--- src/rtl/core/assert_macros.svh ---
// ----------------------------------------------------------------------------
// assert_macros.svh
// shared assertion macros, empty when SYNTH is defined
// ----------------------------------------------------------------------------
`ifndef ASSERT_MACROS_SVH
`define ASSERT_MACROS_SVH

`ifndef SYNTH
// implication property checked on every rising clock edge outside reset
`define ASSERT_PROP(lbl, clk, rst_n, prop) \
    lbl: assert property (@(posedge clk) disable iff (!rst_n) prop) \
        else $error("assertion failed");
// expression that must never be true outside reset
`define ASSERT_NEVER(lbl, clk, rst_n, expr) \
    lbl: assert property (@(posedge clk) disable iff (!rst_n) !(expr)) \
        else $error("forbidden condition");
`else
`define ASSERT_PROP(lbl, clk, rst_n, prop)
`define ASSERT_NEVER(lbl, clk, rst_n, expr)
`endif

`endif

--- src/rtl/core/rss_pkg.sv ---
// ----------------------------------------------------------------------------
// rss_pkg
// widths and beat types of the running signal statistics unit
// ----------------------------------------------------------------------------
package rss_pkg;

    localparam int SAMPLE_BITS = 16;
    localparam int COUNT_BITS  = 24;
    localparam int MASK_BITS   = 6;
    localparam int STAT_BITS   = 16;
    localparam int VAR_BITS    = 32;

    // derived datapath widths
    localparam int SUM_W   = SAMPLE_BITS + COUNT_BITS;
    localparam int SQ_W    = 2 * SAMPLE_BITS + COUNT_BITS;
    localparam int NUM_W   = 2 * SAMPLE_BITS + 2 * COUNT_BITS;
    localparam int DEN_W   = 2 * COUNT_BITS;
    localparam int MAG_W   = SAMPLE_BITS + 1;
    localparam int ROOT_W  = (SQ_W + 1) / 2;
    localparam int RAD_W   = 2 * ROOT_W;
    localparam int ITER_W  = $clog2(NUM_W + 1);

    // enable mask bits
    localparam int EN_MAX    = 0;
    localparam int EN_MAXABS = 1;
    localparam int EN_MEAN   = 2;
    localparam int EN_MIN    = 3;
    localparam int EN_RMS    = 4;
    localparam int EN_VAR    = 5;

    localparam logic FUNC_INSERT = 1'b0;
    localparam logic FUNC_CLEAR  = 1'b1;

    typedef struct packed {
        logic                          func;
        logic signed [SAMPLE_BITS-1:0] sample;
    } t_in_beat;

    typedef struct packed {
        logic [COUNT_BITS-1:0]       sample_count;
        logic signed [STAT_BITS-1:0] max_value;
        logic signed [STAT_BITS-1:0] min_value;
        logic [STAT_BITS-1:0]        max_abs_value;
        logic signed [STAT_BITS-1:0] mean_value;
        logic [STAT_BITS-1:0]        rms_value;
        logic [VAR_BITS-1:0]         variance_value;
        logic                        overflow;
    } t_out_beat;

endpackage

--- src/rtl/core/running_signal_statistics_unit.sv ---
// ----------------------------------------------------------------------------
// running_signal_statistics_unit
// running count, max, min, max-abs, mean, rms and unbiased variance
// ----------------------------------------------------------------------------
// Each input beat either inserts a signed Q8.8 sample or clears all
// accumulators, and produces one snapshot beat of the enabled statistics.
// An inserted sample goes from acceptance to its result through an
// update state, a setup state, 24 shift-add steps for n*sumsq and
// n*(n-1), 40 steps subtracting sum^2, then one restoring divider
// running 40 steps for the mean, 56 for sumsq/n and 80 for the variance,
// with a 28-step square root between, and a hand-off state. With fewer
// than two samples the variance division is skipped. A clear, or an
// empty count, goes from the setup state straight to the hand-off. The
// input is ready only while the sequencer is idle, so no new beat is
// taken while a sample is being worked on; a finished snapshot waits in
// the output register and does not block it.
`include "assert_macros.svh"

module running_signal_statistics_unit (
    input  logic                        i_clk,
    input  logic                        i_rst_n,
    input  logic                        i_cfg_we,
    input  logic [rss_pkg::MASK_BITS-1:0] i_cfg_wdata,
    input  logic                        i_in_valid,
    output logic                        o_in_ready,
    input  rss_pkg::t_in_beat           i_in_beat,
    output logic                        o_out_valid,
    input  logic                        i_out_ready,
    output rss_pkg::t_out_beat          o_out_beat
);
    import rss_pkg::*;

    // sequencer states
    localparam logic [3:0] ST_IDLE  = 4'd0;
    localparam logic [3:0] ST_UPD   = 4'd1;
    localparam logic [3:0] ST_PREP  = 4'd2;
    localparam logic [3:0] ST_MUL   = 4'd3;
    localparam logic [3:0] ST_SQR   = 4'd4;
    localparam logic [3:0] ST_DMEAN = 4'd5;
    localparam logic [3:0] ST_DRMS  = 4'd6;
    localparam logic [3:0] ST_SQRT  = 4'd7;
    localparam logic [3:0] ST_DVAR  = 4'd8;
    localparam logic [3:0] ST_DONE  = 4'd9;

    localparam logic [COUNT_BITS-1:0] COUNT_FULL = {COUNT_BITS{1'b1}};

    logic [3:0]                 r_state;
    logic [MASK_BITS-1:0]       r_mask;
    logic                       r_func;
    logic [SAMPLE_BITS-1:0]     r_smp;

    // accumulators
    logic [COUNT_BITS-1:0]      r_count;
    logic [SAMPLE_BITS-1:0]     r_max;
    logic [SAMPLE_BITS-1:0]     r_min;
    logic [MAG_W-1:0]           r_max_abs;
    logic [SUM_W-1:0]           r_sum;
    logic [SQ_W-1:0]            r_sumsq;
    logic                       r_dropped;

    // shared shift-add multiplier
    logic [NUM_W-1:0]           r_acc;
    logic [NUM_W-1:0]           r_mc;
    logic [SUM_W-1:0]           r_mp;
    logic [DEN_W-1:0]           r_den;
    logic [DEN_W-1:0]           r_dc;

    // shared restoring divider
    logic [NUM_W-1:0]           r_quo;
    logic [DEN_W-1:0]           r_rem;
    logic [DEN_W-1:0]           r_div;
    logic [ITER_W-1:0]          r_iter;

    // square root
    logic [RAD_W-1:0]           r_rad;
    logic [ROOT_W-1:0]          r_root;
    logic [ROOT_W+1:0]          r_srem;

    // results
    logic [STAT_BITS-1:0]       r_mean;
    logic [STAT_BITS-1:0]       r_rms;
    logic [VAR_BITS-1:0]        r_var;
    logic                       r_ovalid;
    t_out_beat                  r_out;

    // combinational helpers
    logic [MAG_W-1:0]           w_sext;
    logic [MAG_W-1:0]           w_mag;
    logic [2*MAG_W-1:0]         w_sq;
    logic [SUM_W-1:0]           w_smag;
    logic [DEN_W:0]             w_dt;
    logic [DEN_W:0]             w_dsub;
    logic                       w_dge;
    logic [DEN_W-1:0]           w_rem_nx;
    logic [NUM_W-1:0]           w_quo_nx;
    logic [SUM_W-1:0]           w_mean_q;
    logic [SUM_W-1:0]           w_mean_s;
    logic [ROOT_W+1:0]          w_st;
    logic [ROOT_W+1:0]          w_trial;
    logic                       w_sge;
    logic [ROOT_W+1:0]          w_srem_nx;
    logic [ROOT_W-1:0]          w_root_nx;
    logic                       w_last;
    logic                       w_in_acc;

    assign w_in_acc    = i_in_valid && o_in_ready;
    assign o_in_ready  = (r_state == ST_IDLE);
    assign o_out_valid = r_ovalid;
    assign o_out_beat  = r_out;
    assign w_last      = (r_iter == ITER_W'(1));

    always_comb begin
        // sample magnitude, one bit wider so the most negative value fits
        w_sext = {r_smp[SAMPLE_BITS-1], r_smp};
        w_mag  = w_sext[MAG_W-1] ? (~w_sext + MAG_W'(1)) : w_sext;
        w_sq   = w_mag * w_mag;
        w_smag = r_sum[SUM_W-1] ? (~r_sum + SUM_W'(1)) : r_sum;

        // one divider step
        w_dt     = {r_rem, r_quo[NUM_W-1]};
        w_dsub   = w_dt - {1'b0, r_div};
        w_dge    = (w_dt >= {1'b0, r_div});
        w_rem_nx = w_dge ? w_dsub[DEN_W-1:0] : w_dt[DEN_W-1:0];
        w_quo_nx = {r_quo[NUM_W-2:0], w_dge};

        // mean is signed by the sum, truncated toward zero
        w_mean_q = w_quo_nx[SUM_W-1:0];
        w_mean_s = r_sum[SUM_W-1] ? (~w_mean_q + SUM_W'(1)) : w_mean_q;

        // one square root digit
        w_st      = {r_srem[ROOT_W-1:0], r_rad[RAD_W-1:RAD_W-2]};
        w_trial   = {r_root, 2'b01};
        w_sge     = (w_st >= w_trial);
        w_srem_nx = w_sge ? (w_st - w_trial) : w_st;
        w_root_nx = {r_root[ROOT_W-2:0], w_sge};
    end

    always_ff @(posedge i_clk) begin
        if (!i_rst_n) begin
            r_state   <= ST_IDLE;
            r_mask    <= {MASK_BITS{1'b1}};
            r_ovalid  <= 1'b0;
            r_count   <= '0;
            r_max     <= '0;
            r_min     <= '0;
            r_max_abs <= '0;
            r_sum     <= '0;
            r_sumsq   <= '0;
            r_dropped <= 1'b0;
            r_iter    <= '0;
        end else begin
            if (i_cfg_we) begin
                r_mask <= i_cfg_wdata;
            end
            // output register drains independently of the sequencer
            if (r_ovalid && i_out_ready) begin
                r_ovalid <= 1'b0;
            end

            case (r_state)
                ST_IDLE: begin
                    if (w_in_acc) begin
                        r_func  <= i_in_beat.func;
                        r_smp   <= i_in_beat.sample;
                        r_state <= ST_UPD;
                    end
                end
                ST_UPD: begin
                    if (r_func == FUNC_CLEAR) begin
                        r_count   <= '0;
                        r_max     <= '0;
                        r_min     <= '0;
                        r_max_abs <= '0;
                        r_sum     <= '0;
                        r_sumsq   <= '0;
                        r_dropped <= 1'b0;
                    end else if (r_count == COUNT_FULL) begin
                        r_dropped <= 1'b1;
                    end else begin
                        if (r_count == '0 || $signed(r_smp) > $signed(r_max)) begin
                            r_max <= r_smp;
                        end
                        if (r_count == '0 || $signed(r_smp) < $signed(r_min)) begin
                            r_min <= r_smp;
                        end
                        if (w_mag > r_max_abs) begin
                            r_max_abs <= w_mag;
                        end
                        r_sum   <= r_sum + {{COUNT_BITS{r_smp[SAMPLE_BITS-1]}}, r_smp};
                        r_sumsq <= r_sumsq + SQ_W'(w_sq);
                        r_count <= r_count + COUNT_BITS'(1);
                    end
                    r_state <= ST_PREP;
                end
                ST_PREP: begin
                    r_mean <= '0;
                    r_rms  <= '0;
                    r_var  <= '0;
                    if (r_count == '0) begin
                        r_state <= ST_DONE;
                    end else begin
                        // n*sumsq and n*(n-1) side by side
                        r_acc   <= '0;
                        r_den   <= '0;
                        r_mc    <= NUM_W'(r_sumsq);
                        r_dc    <= DEN_W'(r_count - COUNT_BITS'(1));
                        r_mp    <= SUM_W'(r_count);
                        r_iter  <= ITER_W'(COUNT_BITS);
                        r_state <= ST_MUL;
                    end
                end
                ST_MUL: begin
                    if (r_mp[0]) begin
                        r_acc <= r_acc + r_mc;
                        r_den <= r_den + r_dc;
                    end
                    r_mc   <= {r_mc[NUM_W-2:0], 1'b0};
                    r_dc   <= {r_dc[DEN_W-2:0], 1'b0};
                    r_mp   <= {1'b0, r_mp[SUM_W-1:1]};
                    r_iter <= r_iter - ITER_W'(1);
                    if (w_last) begin
                        // next: subtract sum^2
                        r_mc    <= NUM_W'(w_smag);
                        r_mp    <= w_smag;
                        r_iter  <= ITER_W'(SUM_W);
                        r_state <= ST_SQR;
                    end
                end
                ST_SQR: begin
                    if (r_mp[0]) begin
                        r_acc <= r_acc - r_mc;
                    end
                    r_mc   <= {r_mc[NUM_W-2:0], 1'b0};
                    r_mp   <= {1'b0, r_mp[SUM_W-1:1]};
                    r_iter <= r_iter - ITER_W'(1);
                    if (w_last) begin
                        r_quo   <= NUM_W'(w_smag) << (NUM_W - SUM_W);
                        r_rem   <= '0;
                        r_div   <= DEN_W'(r_count);
                        r_iter  <= ITER_W'(SUM_W);
                        r_state <= ST_DMEAN;
                    end
                end
                ST_DMEAN: begin
                    r_quo  <= w_quo_nx;
                    r_rem  <= w_rem_nx;
                    r_iter <= r_iter - ITER_W'(1);
                    if (w_last) begin
                        r_mean  <= w_mean_s[STAT_BITS-1:0];
                        r_quo   <= NUM_W'(r_sumsq) << (NUM_W - SQ_W);
                        r_rem   <= '0;
                        r_iter  <= ITER_W'(SQ_W);
                        r_state <= ST_DRMS;
                    end
                end
                ST_DRMS: begin
                    r_quo  <= w_quo_nx;
                    r_rem  <= w_rem_nx;
                    r_iter <= r_iter - ITER_W'(1);
                    if (w_last) begin
                        r_rad   <= RAD_W'(w_quo_nx[SQ_W-1:0]);
                        r_root  <= '0;
                        r_srem  <= '0;
                        r_iter  <= ITER_W'(ROOT_W);
                        r_state <= ST_SQRT;
                    end
                end
                ST_SQRT: begin
                    r_rad  <= {r_rad[RAD_W-3:0], 2'b00};
                    r_root <= w_root_nx;
                    r_srem <= w_srem_nx;
                    r_iter <= r_iter - ITER_W'(1);
                    if (w_last) begin
                        // saturate to the 16-bit field
                        r_rms <= (|w_root_nx[ROOT_W-1:STAT_BITS]) ? {STAT_BITS{1'b1}}
                                                                  : w_root_nx[STAT_BITS-1:0];
                        if (r_count >= COUNT_BITS'(2)) begin
                            r_quo   <= r_acc;
                            r_rem   <= '0;
                            r_div   <= r_den;
                            r_iter  <= ITER_W'(NUM_W);
                            r_state <= ST_DVAR;
                        end else begin
                            r_state <= ST_DONE;
                        end
                    end
                end
                ST_DVAR: begin
                    r_quo  <= w_quo_nx;
                    r_rem  <= w_rem_nx;
                    r_iter <= r_iter - ITER_W'(1);
                    if (w_last) begin
                        r_var   <= (|w_quo_nx[NUM_W-1:VAR_BITS]) ? {VAR_BITS{1'b1}}
                                                                 : w_quo_nx[VAR_BITS-1:0];
                        r_state <= ST_DONE;
                    end
                end
                ST_DONE: begin
                    // hand the snapshot over once the output register is free
                    if (!r_ovalid || i_out_ready) begin
                        r_ovalid <= 1'b1;
                        r_state  <= ST_IDLE;
                    end
                end
                default: begin
                    r_state <= ST_IDLE;
                end
            endcase
        end
    end

    // snapshot, masked by the enables
    always_ff @(posedge i_clk) begin
        if (r_state == ST_DONE && (!r_ovalid || i_out_ready)) begin
            r_out.sample_count   <= r_count;
            r_out.max_value      <= r_mask[EN_MAX] ? r_max[STAT_BITS-1:0] : '0;
            r_out.min_value      <= r_mask[EN_MIN] ? r_min[STAT_BITS-1:0] : '0;
            r_out.max_abs_value  <= r_mask[EN_MAXABS] ? r_max_abs[STAT_BITS-1:0] : '0;
            r_out.mean_value     <= r_mask[EN_MEAN] ? r_mean : '0;
            r_out.rms_value      <= r_mask[EN_RMS] ? r_rms : '0;
            r_out.variance_value <= r_mask[EN_VAR] ? r_var : '0;
            r_out.overflow       <= r_dropped;
        end
    end

    // an accepted beat always starts with the update cycle
    `ASSERT_PROP(a_acc_upd, i_clk, i_rst_n, w_in_acc |=> (r_state == ST_UPD))
    // accumulators only move in the update cycle
    `ASSERT_PROP(a_cnt_hold, i_clk, i_rst_n, (r_state != ST_UPD) |=> $stable(r_count))
    // a finished snapshot always lands in the output register
    `ASSERT_PROP(a_done_out, i_clk, i_rst_n,
        (r_state == ST_DONE && (!r_ovalid || i_out_ready)) |=> r_ovalid)
    // the dropped flag only rises on a sample seen with the count full
    `ASSERT_NEVER(a_no_drop_inc, i_clk, i_rst_n,
        r_dropped && !$past(r_dropped) && ($past(r_count) != COUNT_FULL))

endmodule
--- config.mk ---
export PLATFORM = sky130hd
export DESIGN_NAME = running_signal_statistics_unit
export DESIGN_NICKNAME = d
export VERILOG_FILES = /design/src/rtl/core/rss_pkg.sv /design/src/rtl/core/running_signal_statistics_unit.sv
export VERILOG_INCLUDE_DIRS = /design/src /design/src/rtl/core
export SDC_FILE = /design/constraint.sdc
export NUM_CORES = 2
export LEC_CHECK = 0
export BUFFER_PORTS_ARGS = -buffer_cell sky130_fd_sc_hd__buf_2
export CAP_MARGIN = 20
export CORE_MARGIN = 2
export CORE_UTILIZATION = 50
export CTS_CLUSTER_SIZE = 24
export DETAILED_ROUTE_END_ITERATION = 16
export GPL_ROUTABILITY_DRIVEN = 0
export PLACE_DENSITY = 0.69
export RECOVER_POWER = 25
export SETUP_SLACK_MARGIN = 0.1
export SLEW_MARGIN = 40
export SYNTH_ARGS = -nofsm -noshare
export SYNTH_HDL_FRONTEND = slang
export SYNTH_SLANG_ARGS = --single-unit
--- constraint.sdc ---
create_clock -name i_clk -period 22 [get_ports i_clk]
set_clock_uncertainty 0.2 [all_clocks]
set_input_delay 4.4 -clock i_clk [delete_from_list [all_inputs] [get_ports i_clk]]
set_output_delay 4.4 -clock i_clk [all_outputs]
set_load 0.03 [all_outputs]
==> impl_metrics.py <==
metrics = {
    "grt": {
        "grt_pass1_vias": 50300,
        "grt_start_max_net_pins": 90,
        "track_usage_pct": 26.7,
        "antenna_found_initial": 5,
        "grt_pass1_wl_um": 286000,
        "grt_overflow": 0,
    },
    "cts": {
        "ctsHoldBuffers": 0,
        "clkSlewWorstSetupHoldPaths_ns": 0.06,
        "cts_buffers": 106,
        "cts_max_level": 3,
        "clockRootBuffer": "clkbuf_16",
        "worstSkewPairLatency_ns": 0.75,
        "cts_tree": "done",
        "clockBufferDepth": 3,
        "cts.sinks": 990,
        "cts-resized-gates": 0,
        "post_cts_buffers": 0,
    },
    "status": {
        "violations": "capacitance limit, slew limit",
        "status": "finished, violations left",
    },
    "detailed_routing": {
        "top_layer": "met5",
        "ant_nets": 0,
        "drtIter0Drc": 5647,
        "drt-pass1-iter-count": 10,
        "route.detailed.drc": 0,
        "viasPerCell": 5.93,
        "wl_per_cell_um": 20.8,
        "vias": 52100,
        "dr_wl_met3_um": 15200,
        "wl_met2_um": 82100,
        "wl_um": 183000,
        "wl_met1_um": 77600,
    },
    "placement": {
        "portBuffers": 166,
        "dp_cells": 8582,
        "place_ws_ns": 12.27,
        "hpwl_um": 137000,
    },
    "timing": {
        "min_period_ns": 9.79,
        "fin_ws_ns": 12.21,
        "hold_violations": 0,
        "setup_viol": 0,
        "max_freq_ghz": 0.102,
        "grt_setup_unrepaired": "no",
        "min_period_over_period_pct": 44.5,
        "relSlewSlack_pct": -187,
        "slew_viol_final": 604,
        "tns_ns": 0,
        "worstMarginPinSlew_ns": 4.31,
    },
    "setup_path": {
        "cp-end-kind": "register",
        "critPathKind": "register to register",
        "crit_fanout": 16,
        "cp-start-kind": "register",
        "critical_path_arrival_ns": 10.20,
        "required_ns": 22.41,
    },
    "final_layout": {
        "drive_gt1_share_pct": 6.93,
        "multi_input_area_mm2": 0.0350,
        "final_nets": 7610,
        "final_cells": 8782,
        "ff_latch_area_mm2": 0.0278,
        "syn2layout_area_growth_pct": 9.73,
        "num-fill-cells": 11500,
    },
    "synthesis": {
        "synth_warnings": 0,
        "yosysSeqAreaShare_pct": 42.2,
        "synth.avg_cell_area_um2": 9.60,
        "synth.most_common_cell": "edfxtp_1",
        "ys_seq_elements": 990,
        "async_flop_share_pct": 0,
        "synth_area_leaders": "edfxtp_1 37%, ha_1 8.0%, fa_1 6.8%",
        "synth_enable_flop_cells": 802,
        "synth_top_area_share_pct": 36.5,
        "synth_common_cells": "802 x edfxtp_1, 771 x nand2_1, 743 x nor2_1",
        "netlist_area_mm2": 0.0660,
        "synth_ff_type": "edfxtp_1",
        "synth_top_area_cell": "edfxtp_1",
        "synth.distinct_cells": 85,
        "synthCells": 6871,
    },
    "die": {
        "fp.dieW_um": 367,
        "core_mm2": 0.131,
        "die_area_mm2": 0.135,
        "start_util_pct": 50.2,
        "die_h_um": 367,
        "pin_count": 167,
        "num_rows": 133,
    },
    "run": {
        "maxCapViolations": 10,
    },
    "min_path": {
        "hold_path.class": "register to register",
    },
}
worst max-delay path, cell delays in order, from the launching register on:
cell and delay (ns):
edfxtp_1 0.54, inv_1 0.50, nand3_1 0.22, or3_1 0.45, o31ai_1 0.28, xor2_1 0.52, clkinv_1 0.58, nand2_1 0.31
fa_1 0.44, fa_1 0.46, fa_1 0.51, inv_1 0.05, fa_1 0.47, fa_1 0.55, inv_1 0.05, fa_1 0.53
inv_1 0.04, ha_1 0.34, and3_1 0.23, o21ai_0 0.14, nor3_1 0.35, o21ai_0 0.30, a2111oi_0 0.52, nand2b_1 0.25
a21oi_2 0.19, nor4b_1 0.39, xnor2_1 0.16, nor2_1 0.05
state kept, by name, summed over array words and instances, names as in the netlist, 17 cells and up:
register    cells
r_acc          80
o_out_beat    137
r_srem         28
r_count        24
r_rad          56
r_mp           40
r_sumsq        56
r_root         28
r_dc           48
r_quo          80
r_max_abs      17
r_mc           80
r_var          32
r_sum          40
r_den          48
r_div          48
r_rem          48
cell families after synthesis:
kind of cell             after synthesis  share of synthesized area (%)
other                                  2                         0.0114
flip-flops                           990                           42.2
AO/OA/AOI/OAI                       1540                           15.3
buffers and inverters                931                           5.30
multiplexers                          48                          0.730
AND/OR/NAND/NOR                     2255                           15.6
XOR/XNOR                             458                           6.08
adder cells (fa/ha/maj)              647                           14.8
per-layer routing:
| metal | GRT usage, % | vias to the layer above |
|---|---|---|
| met3 | 4.91 | 383 |
| met5 | 0 | - |
| li1 | - | 24200 |
| met4 | 10.9 | 8 |
| met1 | 36.8 | 25300 |
| met2 | 41.6 | 2120 |
final cells by class:
class | count | share of cell area [%]
multi-input cells | 4988 | 48.3
repair buffers | 240 | 1.97
flip-flops and latches | 990 | 38.5
clock buffers | 142 | 4.15
inverters | 609 | 3.16
clock inverters | 57 | 0.873
diodes | 1 | 0.00346
well taps | 1755 | 3.03
stage by stage:
stage | hold slack, ns | util, % | cell area [µm²]
after detailed placement | 0.218 | 52.4 | 68800
after floorplan | 0.206 | - | 66100
after CTS | 0.243 | 55.2 | 72400
final | 0.250 | 55.1 | 72400
after global placement | 0.236 | 52.3 | 68600
after global routing | 0.263 | 55.1 | 72400
cells in the final DEF, fill, tap and decap left out, types with 43 or more instances in the layout:
cell type	n
edfxtp_1	802
nand2_1	769
nor2_1	731
inv_1	598
a21oi_1	430
ha_1	423
o21ai_0	341
xnor2_1	232
fa_1	224
xor2_1	223
a21o_1	202
dfxtp_1	187
buf_2	166
clkbuf_16	110
and2_0	94
nand4_1	93
nand3_1	84
nor3_1	82
and2_1	81
a221o_1	66
o21bai_1	55
a22o_1	53
buf_4	51
nand2b_1	47
mux2i_1	47
a22oi_1	47
nor2b_1	44
a222oi_1	43
worst paths after layout:
| kind | to | cells after the start | startpoint | slack, ns |
|---|---|---|---|---|
| setup / recovery | r_sumsq[55]$_SDFFE_PN0P_ | 27 | r_smp[0]$_DFFE_PP_ | 12.21 |
| hold reg to reg | o_out_beat[0]$_DFFE_PP_ | 0 | r_dropped$_SDFFE_PN0P_ | 0.25 |
| hold / removal | o_out_beat[0]$_DFFE_PP_ | 0 | r_dropped$_SDFFE_PN0P_ | 0.25 |
| setup reg to reg | r_sumsq[55]$_SDFFE_PN0P_ | 27 | r_smp[0]$_DFFE_PP_ | 12.21 |
Power is not shown: default switching activity piles up to over one toggle a cycle in this logic, so the estimate is an artifact.
